### config.mk
export PLATFORM = sky130hd
export DESIGN_NAME = cubic_trajectory_interpolator
export DESIGN_NICKNAME = d
export VERILOG_FILES = /design/src/rtl/cti_pkg.sv /design/src/rtl/cubic_trajectory_interpolator.sv
export SDC_FILE = /design/constraint.sdc
export NUM_CORES = 2
export LEC_CHECK = 0
export BUFFER_PORTS_ARGS = -buffer_cell sky130_fd_sc_hd__buf_2
export CORE_MARGIN = 4
export CORE_UTILIZATION = 46
export DETAILED_ROUTE_END_ITERATION = 8
export GPL_ROUTABILITY_DRIVEN = 0
export GPL_TIMING_DRIVEN = 0
export HOLD_SLACK_MARGIN = 0.06
export MAX_ROUTING_LAYER = met4
export SYNTH_ARGS = -nofsm -noshare
export SYNTH_HDL_FRONTEND = slang
export SYNTH_SLANG_ARGS = --single-unit
### constraint.sdc
create_clock -name aclk -period 16.15 [get_ports aclk]
set_clock_uncertainty 0.2 [all_clocks]
set_input_delay 0.8075 -clock aclk [delete_from_list [all_inputs] [get_ports aclk]]
set_output_delay 0.8075 -clock aclk [all_outputs]
set_load 0.005 [all_outputs]
### src/rtl/cti_pkg.sv
package cti_pkg;

    localparam int POS_WIDTH_DEFAULT       = 32;
    localparam int TIME_WIDTH_DEFAULT      = 16;
    localparam int SCALE_FRAC_BITS_DEFAULT = 16;

    localparam int DURATION_RESET = 100;

    localparam logic [1:0] FUNC_POSE  = 2'd0;
    localparam logic [1:0] FUNC_START = 2'd1;
    localparam logic [1:0] FUNC_TICK  = 2'd2;

    localparam logic [1:0] REG_TARGET_X = 2'd0;
    localparam logic [1:0] REG_TARGET_Y = 2'd1;
    localparam logic [1:0] REG_TARGET_Z = 2'd2;
    localparam logic [1:0] REG_DURATION = 2'd3;

    localparam logic [1:0] OP_T_SQUARE   = 2'd0;
    localparam logic [1:0] OP_NUMERATOR  = 2'd1;
    localparam logic [1:0] OP_DUR_SQUARE = 2'd2;
    localparam logic [1:0] OP_DUR_CUBE   = 2'd3;

endpackage

### src/rtl/cubic_trajectory_interpolator.sv
// Datapath: a non-final tick during motion computes its setpoint in the bit-serial shift-add
// multiplier, then the restoring divider, then the three bit-serial blend accumulators, and
// then waits in ST_EMIT until the output register is free. The final tick of a motion goes
// straight to ST_EMIT with the target; pose reports, starts and ignored beats stay in ST_IDLE.
// Throughput: one beat at a time; the next beat is taken once the setpoint enters the output
// register. Reset (aresetn low, synchronous) idles the block and clears targets and origin.
module cubic_trajectory_interpolator
    import cti_pkg::*;
#(
    parameter int POS_WIDTH       = POS_WIDTH_DEFAULT,
    parameter int TIME_WIDTH      = TIME_WIDTH_DEFAULT,
    parameter int SCALE_FRAC_BITS = SCALE_FRAC_BITS_DEFAULT,
    localparam int DW             = (POS_WIDTH > 32) ? 64 : 32,
    localparam int AW             = (POS_WIDTH > 32) ? 5 : 4
) (
    input  logic                        aclk,
    input  logic                        aresetn,
    input  logic                        psel,
    input  logic                        penable,
    input  logic                        pwrite,
    input  logic [AW-1:0]               paddr,
    input  logic [DW-1:0]               pwdata,
    output logic [DW-1:0]               prdata,
    output logic                        pready,
    input  logic                        s_valid,
    output logic                        s_ready,
    input  logic [1:0]                  s_func,
    input  logic signed [POS_WIDTH-1:0] s_pos_x,
    input  logic signed [POS_WIDTH-1:0] s_pos_y,
    input  logic signed [POS_WIDTH-1:0] s_pos_z,
    output logic                        m_valid,
    input  logic                        m_ready,
    output logic signed [POS_WIDTH-1:0] m_set_x,
    output logic signed [POS_WIDTH-1:0] m_set_y,
    output logic signed [POS_WIDTH-1:0] m_set_z,
    output logic                        m_last
);

    localparam int F     = SCALE_FRAC_BITS;
    localparam int MW    = 3 * TIME_WIDTH;
    localparam int ML    = TIME_WIDTH + 2;
    localparam int BW    = POS_WIDTH + SCALE_FRAC_BITS + 1;
    localparam int STEPS = (ML > F) ? ML : F;
    localparam int CW    = $clog2(STEPS);

    localparam logic [2:0] ST_IDLE  = 3'd0;
    localparam logic [2:0] ST_MUL   = 3'd1;
    localparam logic [2:0] ST_DIV   = 3'd2;
    localparam logic [2:0] ST_BLEND = 3'd3;
    localparam logic [2:0] ST_EMIT  = 3'd4;

    logic [2:0]                  state_reg, state_next;
    logic [1:0]                  op_reg, op_next;
    logic [CW-1:0]               cnt_reg, cnt_next;
    logic                        moving_reg, moving_next;
    logic [TIME_WIDTH-1:0]       elapsed_reg, elapsed_next;
    logic [TIME_WIDTH-1:0]       dur_reg, dur_next;
    logic signed [POS_WIDTH-1:0] target_reg [3];
    logic signed [POS_WIDTH-1:0] target_next [3];
    logic signed [POS_WIDTH-1:0] origin_reg [3];
    logic signed [POS_WIDTH-1:0] origin_next [3];
    logic signed [POS_WIDTH-1:0] pos_in [3];

    logic [MW-1:0]               acc_reg, acc_next;
    logic [MW-1:0]               mcand_reg, mcand_next;
    logic [ML-1:0]               mplier_reg, mplier_next;
    logic [MW-1:0]               num_reg, num_next;
    logic [MW-1:0]               den_reg, den_next;
    logic [MW-1:0]               rem_reg, rem_next;
    logic [F-1:0]                quo_reg, quo_next;
    logic [BW-1:0]               bacc_reg [3];
    logic [BW-1:0]               bacc_next [3];
    logic [BW-1:0]               bmcand_reg [3];
    logic [BW-1:0]               bmcand_next [3];
    logic [POS_WIDTH-1:0]        res_reg [3];
    logic [POS_WIDTH-1:0]        res_next [3];
    logic                        res_last_reg, res_last_next;

    logic                        m_valid_reg, m_valid_next;
    logic [POS_WIDTH-1:0]        set_reg [3];
    logic [POS_WIDTH-1:0]        set_next [3];
    logic                        last_reg, last_next;

    logic                        wr_en;
    logic                        out_free;
    logic [1:0]                  reg_index;
    logic [MW-1:0]               prod;
    logic [ML-1:0]               cubic_term;
    logic [MW:0]                 rem_shift;
    logic [BW-1:0]               bsum [3];

    assign pready    = 1'b1;
    assign s_ready   = (state_reg == ST_IDLE);
    assign m_valid   = m_valid_reg;
    assign m_set_x   = set_reg[0];
    assign m_set_y   = set_reg[1];
    assign m_set_z   = set_reg[2];
    assign m_last    = last_reg;
    assign pos_in[0] = s_pos_x;
    assign pos_in[1] = s_pos_y;
    assign pos_in[2] = s_pos_z;

    assign wr_en      = psel & penable & pwrite;
    assign reg_index  = paddr[AW-1:AW-2];
    assign out_free   = !m_valid_reg || m_ready;
    assign prod       = mplier_reg[0] ? (acc_reg + mcand_reg) : acc_reg;
    assign cubic_term = ML'(dur_reg) + {1'b0, dur_reg, 1'b0} - {1'b0, elapsed_reg, 1'b0};
    assign rem_shift  = {rem_reg, 1'b0};

    always_comb begin
        case (reg_index)
            REG_TARGET_X: prdata = DW'(target_reg[0]);
            REG_TARGET_Y: prdata = DW'(target_reg[1]);
            REG_TARGET_Z: prdata = DW'(target_reg[2]);
            REG_DURATION: prdata = DW'(dur_reg);
            default:      prdata = '0;
        endcase
    end

    always_comb begin
        for (int i = 0; i < 3; i++) begin
            bsum[i] = quo_reg[0] ? (bacc_reg[i] + bmcand_reg[i]) : bacc_reg[i];
        end
    end

    always_comb begin
        state_next    = state_reg;
        op_next       = op_reg;
        cnt_next      = cnt_reg;
        moving_next   = moving_reg;
        elapsed_next  = elapsed_reg;
        dur_next      = dur_reg;
        acc_next      = acc_reg;
        mcand_next    = mcand_reg;
        mplier_next   = mplier_reg;
        num_next      = num_reg;
        den_next      = den_reg;
        rem_next      = rem_reg;
        quo_next      = quo_reg;
        res_last_next = res_last_reg;
        m_valid_next  = m_valid_reg;
        last_next     = last_reg;
        for (int i = 0; i < 3; i++) begin
            target_next[i] = target_reg[i];
            origin_next[i] = origin_reg[i];
            bacc_next[i]   = bacc_reg[i];
            bmcand_next[i] = bmcand_reg[i];
            res_next[i]    = res_reg[i];
            set_next[i]    = set_reg[i];
        end

        if (wr_en) begin
            case (reg_index)
                REG_TARGET_X: target_next[0] = pwdata[POS_WIDTH-1:0];
                REG_TARGET_Y: target_next[1] = pwdata[POS_WIDTH-1:0];
                REG_TARGET_Z: target_next[2] = pwdata[POS_WIDTH-1:0];
                REG_DURATION: dur_next = pwdata[TIME_WIDTH-1:0];
                default: ;
            endcase
        end

        if (m_valid_reg && m_ready) begin
            m_valid_next = 1'b0;
        end

        case (state_reg)
            ST_IDLE: begin
                if (s_valid) begin
                    case (s_func)
                        FUNC_POSE: begin
                            if (!moving_reg) begin
                                for (int i = 0; i < 3; i++) begin
                                    origin_next[i] = pos_in[i];
                                end
                            end
                        end
                        FUNC_START: begin
                            if (!moving_reg) begin
                                moving_next  = 1'b1;
                                elapsed_next = '0;
                            end
                        end
                        FUNC_TICK: begin
                            if (moving_reg) begin
                                if (elapsed_reg >= dur_reg) begin
                                    for (int i = 0; i < 3; i++) begin
                                        res_next[i] = target_reg[i];
                                    end
                                    res_last_next = 1'b1;
                                    moving_next   = 1'b0;
                                    state_next    = ST_EMIT;
                                end else begin
                                    op_next     = OP_T_SQUARE;
                                    acc_next    = '0;
                                    mcand_next  = MW'(elapsed_reg);
                                    mplier_next = ML'(elapsed_reg);
                                    cnt_next    = '0;
                                    state_next  = ST_MUL;
                                end
                            end
                        end
                        default: ;
                    endcase
                end
            end
            ST_MUL: begin
                acc_next    = prod;
                mcand_next  = {mcand_reg[MW-2:0], 1'b0};
                mplier_next = {1'b0, mplier_reg[ML-1:1]};
                cnt_next    = cnt_reg + 1'b1;
                if (cnt_reg == CW'(ML - 1)) begin
                    acc_next = '0;
                    cnt_next = '0;
                    case (op_reg)
                        OP_T_SQUARE: begin
                            op_next     = OP_NUMERATOR;
                            mcand_next  = prod;
                            mplier_next = cubic_term;
                        end
                        OP_NUMERATOR: begin
                            num_next    = prod;
                            op_next     = OP_DUR_SQUARE;
                            mcand_next  = MW'(dur_reg);
                            mplier_next = ML'(dur_reg);
                        end
                        OP_DUR_SQUARE: begin
                            op_next     = OP_DUR_CUBE;
                            mcand_next  = prod;
                            mplier_next = ML'(dur_reg);
                        end
                        OP_DUR_CUBE: begin
                            den_next   = prod;
                            rem_next   = num_reg;
                            quo_next   = '0;
                            state_next = ST_DIV;
                        end
                        default: ;
                    endcase
                end
            end
            ST_DIV: begin
                if (rem_shift >= {1'b0, den_reg}) begin
                    rem_next = MW'(rem_shift - {1'b0, den_reg});
                    quo_next = {quo_reg[F-2:0], 1'b1};
                end else begin
                    rem_next = rem_shift[MW-1:0];
                    quo_next = {quo_reg[F-2:0], 1'b0};
                end
                cnt_next = cnt_reg + 1'b1;
                if (cnt_reg == CW'(F - 1)) begin
                    cnt_next = '0;
                    for (int i = 0; i < 3; i++) begin
                        bacc_next[i]   = '0;
                        bmcand_next[i] = BW'(target_reg[i]) - BW'(origin_reg[i]);
                    end
                    state_next = ST_BLEND;
                end
            end
            ST_BLEND: begin
                for (int i = 0; i < 3; i++) begin
                    bacc_next[i]   = bsum[i];
                    bmcand_next[i] = {bmcand_reg[i][BW-2:0], 1'b0};
                end
                quo_next = {1'b0, quo_reg[F-1:1]};
                cnt_next = cnt_reg + 1'b1;
                if (cnt_reg == CW'(F - 1)) begin
                    cnt_next = '0;
                    for (int i = 0; i < 3; i++) begin
                        res_next[i] = origin_reg[i] + bsum[i][F +: POS_WIDTH];
                    end
                    res_last_next = 1'b0;
                    state_next    = ST_EMIT;
                end
            end
            ST_EMIT: begin
                if (out_free) begin
                    m_valid_next = 1'b1;
                    for (int i = 0; i < 3; i++) begin
                        set_next[i] = res_reg[i];
                    end
                    last_next = res_last_reg;
                    if (!res_last_reg) begin
                        elapsed_next = elapsed_reg + 1'b1;
                    end
                    state_next = ST_IDLE;
                end
            end
            default: state_next = ST_IDLE;
        endcase
    end

    always_ff @(posedge aclk) begin
        if (!aresetn) begin
            state_reg   <= ST_IDLE;
            op_reg      <= OP_T_SQUARE;
            cnt_reg     <= '0;
            moving_reg  <= 1'b0;
            elapsed_reg <= '0;
            dur_reg     <= TIME_WIDTH'(DURATION_RESET);
            m_valid_reg <= 1'b0;
            for (int i = 0; i < 3; i++) begin
                target_reg[i] <= '0;
                origin_reg[i] <= '0;
            end
        end else begin
            state_reg   <= state_next;
            op_reg      <= op_next;
            cnt_reg     <= cnt_next;
            moving_reg  <= moving_next;
            elapsed_reg <= elapsed_next;
            dur_reg     <= dur_next;
            m_valid_reg <= m_valid_next;
            for (int i = 0; i < 3; i++) begin
                target_reg[i] <= target_next[i];
                origin_reg[i] <= origin_next[i];
            end
        end
    end

    always_ff @(posedge aclk) begin
        acc_reg      <= acc_next;
        mcand_reg    <= mcand_next;
        mplier_reg   <= mplier_next;
        num_reg      <= num_next;
        den_reg      <= den_next;
        rem_reg      <= rem_next;
        quo_reg      <= quo_next;
        res_last_reg <= res_last_next;
        last_reg     <= last_next;
        for (int i = 0; i < 3; i++) begin
            bacc_reg[i]   <= bacc_next[i];
            bmcand_reg[i] <= bmcand_next[i];
            res_reg[i]    <= res_next[i];
            set_reg[i]    <= set_next[i];
        end
    end

endmodule
Word level (Yosys, flattened, before mapping)

Memories as Yosys holds them, arrays and structs flattened.
Index checks and enable logic that the tools add are counted.

Flip-flop bits (word level): 320
Latch bits: 0
Memory bits (writable): 678
Memory bits (read-only): 0
Input bits: 141
Output and inout port bits: 132
Logic and storage cells: 208
Memories kept: 6

Memories:

| name       | words | width | read ports | clocked after Yosys merged registers in | write ports | RTL line                            | RTL |
|---|---|---|---|---|---|---|---|
| bacc_reg   | 3     | 49    | 3          | 0                                       | 3           | cubic_trajectory_interpolator.sv:71 | `logic [BW-1:0] bacc_reg [3];` |
| bmcand_reg | 3     | 49    | 3          | 0                                       | 3           | cubic_trajectory_interpolator.sv:73 | `logic [BW-1:0] bmcand_reg [3];` |
| origin_reg | 3     | 32    | 3          | 0                                       | 3           | cubic_trajectory_interpolator.sv:60 | `logic signed [POS_WIDTH-1:0] origin_reg [3];` |
| res_reg    | 3     | 32    | 3          | 0                                       | 3           | cubic_trajectory_interpolator.sv:75 | `logic [POS_WIDTH-1:0] res_reg [3];` |
| set_reg    | 3     | 32    | 3          | 0                                       | 3           | cubic_trajectory_interpolator.sv:80 | `logic [POS_WIDTH-1:0] set_reg [3];` |
| target_reg | 3     | 32    | 3          | 0                                       | 3           | cubic_trajectory_interpolator.sv:58 | `logic signed [POS_WIDTH-1:0] target_reg [3];` |

Add/subtract/negate cells: 15
$mul: 0
Div/mod/pow operators: 0
$lt $le $gt $ge: 2
Equal/unequal tests: 28
Shifts and indexed selects: 0
Muxes and demuxes: 103
Bitwise gates (word level): 8
Reductions and logical operators: 30

Operators by type and width:

| cell                 | number |
|---|---|
| $mux W96             | 12 |
| $mux W48             | 14 |
| $pmux W147 S2        | 2 |
| $pmux W48 S2         | 4 |
| $mux W147            | 2 |
| $mux W32             | 9 |
| $pmux W96 S2         | 1 |
| $add A49 B49 Y49     | 3 |
| $mux W49             | 3 |
| $pmux W32 S4         | 1 |
| $mux W16             | 7 |
| $sub A32 B32 Y33     | 3 |
| $add A32 B32 Y32     | 3 |
| $mux W18             | 5 |
| $pmux W18 S2         | 2 |
| $ge A49 B48 Y1       | 1 |
| $add A48 B48 Y48     | 1 |
| $pmux W16 S3         | 1 |
| $sub A48 B48 Y48     | 1 |
| $pmux W16 S2         | 1 |
| $mux W5              | 6 |
| $mux W3              | 9 |
| $add A16 B17 Y18     | 1 |
| $ne A2 B2 Y1 const B | 9 |
| 36 further kinds     | 85 |

Logic depth before layout (Yosys ltp)

Depth in word-level cells: 6
Mapped depth: 27
Mapped depth without buffers: 27

Worst setup path before layout

OpenSTA, ideal clock, no wires.

Path type: register to register
From: register cnt_reg[0] (netlist name)
To: memory bacc_reg[0][114] in the netlist's numbering, enable pin
Setup time: 844 ps
Data arrival time: 10,920 ps
Required time: 15,106 ps
Path slack: 4,186 ps
Cell stages (with the launch flop): 7
Path buffers: 0
Period minus slack after synthesis: 11,964 ps
Cells stage by stage: dfxtp_1 -> ha_1 -> nand3_1 -> inv_1 -> ha_1 -> nor2_1 -> nor2_1

RTL lines:

| what          | RTL line |
|---|---|
| end, declared | cubic_trajectory_interpolator.sv:71 |

==> out/results.ini <==
[status]
status = complete, but fails checks
violations = capacitance limit, slew limit

[sta]
fin_ws_ps = 8420
setup_viol = 0
max_freq_ghz = 0.129
final_hold_viol_count = 0
worstMarginPinSlew_ps = 1580
post-route-min-period_ps = 7730
rsz0062_at_grt = false
drv_slew = 23
period_share_pct = 47.8
relSlewSlack_pct = -5.54
setup-tns-final_ps = 0

[hold_path]
hp-class = in2reg

[global_route]
grt_pass1_vias = 49511
grt_pass1_wl_um = 305000
antenna_found_initial = 22
grt_usage_pct = 29.1
grt_overflow_total = 0
grt_max_degree = 49

[cells_and_area]
final_cell_count_no_fill = 8876
seq_area_um2 = 27400
multi_input_area_um2 = 32800
final_util_pct = 52.2
nets = 7638
nFillCells = 12441
drive_above_1_share_pct = 9.48
syn_to_final_growth_pct = 12.9

[clock_network]
clockBufferDepth = 3
cts_tree = done
cts_num_sinks = 992
htreeDepth = 3
cts_hold_buffers = 0
cts.repair.resized = 0
cts_setup_buffers = 0
insertion_delay_ps = 740
cts.clk_slew.worst_paths_ps = 60
numCtsBuffers = 108
cts-root-buf = clkbuf_16

[routing]
viasPerCell = 5.88
drt-initial-drc-count = 5133
wire_per_inst_um = 23.3
vias = 52198
drc = 0
first_pass_iters = 5
drt-total-wl_um = 207000
postRouteAntennaNets = 0

[synth]
syn_area_um2 = 62600
synth.net_count = 7230
synth.most_common_cell = nand2_1
synth_compound_area_share_pct = 19.0
ys_seq_area_share_pct = 43.8
synthArstFlopShare_pct = 0
synth_cell_types = 99
yosysTopAreaCell = edfxtp_1
synth_xor_area_share_pct = 5.30
yosys.area_share.simple_pct = 14.0
synth_edf_count = 756
yosysWarnings = 0
ys_ff_latch = 992
synth_top_area_share_pct = 36.2
synth_fa_ha_area_share_pct = 10.6
syn_area_per_cell_um2 = 9.52
postSynthCellCount = 6577
synthMuxAreaShare_pct = 3.50
yosys_most_used_dff = edfxtp_1
synth_top_family_by_area = compound AO/OA/AOI/OAI gates
synth_area_leaders = edfxtp_1, ha_1, dfxtp_1
yosys-top-cells-count = nand2_1, edfxtp_1, a21oi_1, ha_1, o21ai_0

[critical_path]
crit_arrival_ps = 7990
crit_path_start_kind = flip-flop
path_class = reg2reg
endpoint_kind = flip-flop
critPathRequiredTime_ps = 16410
crit_fanout = 10

[place]
pre_cts_ws_ps = 8710
io_buffers = 268
hpwlAfterDp_um = 162000
place_inst = 8656

[power_and_ir_drop]
leakagePower_uw = 0.0276
switchingPower_uw = 1710
combPwrFrac_pct = 14.2
p_int_uw = 4820
total_power_uw = 6530
switching_share_pct = 26.2
pwr-share-seq_pct = 44.0
ir_worst_vdd_mv = 0.0786
cellPowerDensity_nw_per_um2 = 92.4
p_clk_share_pct = 41.8

[floorplan]
die-height_um = 377
initial_core_util_pct = 46.3
placeableCoreArea_um2 = 135000
rows = 135
die_x_um = 377
dieArea_um2 = 142000
ios = 273

[run]
cap_violations = 3

## power by group through the flow
stage | logic, µW | registers, µW | clock network, µW
5_1_grt | 1010 | 2880 | 2880
4_1_cts | 917 | 2870 | 2770
6_report | 927 | 2880 | 2730
2_1_floorplan | 638 | 2920 | 0
3_5_place_dp | 913 | 2930 | 0
3_3_place_gp | 887 | 2940 | 0
## cell usage in the layout (no fill, tap or decap), types with 32 or more instances in the layout
master and n:
nand2_1 985, edfxtp_1 756, a21oi_1 654, ha_1 485, o21ai_0 450, nor2_1 367, inv_1 358, a21o_1 273
buf_2 271, clkbuf_1 260, dfxtp_1 236, xnor2_1 222, xor2_1 152, and2_1 130, clkbuf_16 113, nand3_1 93
mux2_2 88, mux2i_1 82, nor3_1 73, nand2b_1 66, nor2b_1 58, o21bai_1 54, a31oi_1 50, o21a_1 49
nand4_1 49, and3_1 48, a211oi_1 42, o211ai_1 40, o31ai_1 33, a221o_1 32
## through the flow
step / cell area, µm² / hold slack [ps]
global placement: 66200 / 203
global route: 70700 / 117
finish: 70700 / 124
CTS: 70600 / 74.0
detailed placement: 66800 / 205
floorplan: 62600 / 200
## layout make-up
class,count,share of cell area [%]
plain buffers,274,1.51
flip-flops and latches,992,38.8
repair buffers,298,2.60
clock inverters,64,1.16
clock buffers,142,4.35
inverters,361,1.92
well taps,1781,3.15
multi-input cells,4950,46.5
diodes,14,0.0496
## critical path, cell delays in order (launching register included)
cell and delay, ps:
edfxtp_1 320, clkbuf_1 760, buf_1 930, clkbuf_1 1040
mux2_2 470, ha_1 220, inv_1 90, fa_1 220
nor2b_1 60, o21ai_0 190, a21oi_1 140, o31ai_1 640
o31ai_1 200, a21oi_1 330, a221o_1 250, and3_1 210
o21ai_0 140, a2111oi_0 660, o2111a_1 290, nor3_1 50
## logic make-up after synthesis
| kind of cell | after synthesis |
|---|---|
| other | 1 |
| DFF | 992 |
| adders and majority gates | 512 |
| buffers and inverters | 635 |
| and+or+nand+nor | 1961 |
| muxes | 187 |
| AOI/OAI and AO/OA | 1913 |
| xor gates and xnor gates | 376 |
## routing by layer
layer	up-vias	wire [µm]	global-route usage, %	part of all wire [%]
met5	-	0	-	0
met4	0	7250	9.98	3.5
met3	314	16800	3.50	8.1
met2	2098	91200	44.0	44
met1	25243	91700	40.7	44
li1	24543	-	-	-
## path summary, 6_finish.rpt
check,start,end,slack [ps],cells past startpoint
setup / recovery,quo_reg[0],res_reg[0][62],8420,19
hold / removal,s_pos_z[18],origin_reg[0][82],120,3
setup reg to reg,quo_reg[0],res_reg[0][62],8420,19
hold reg to reg,res_reg[0][51],set_reg[0][51],210,0
No activity file was read; power rests on OpenSTA's default activity.
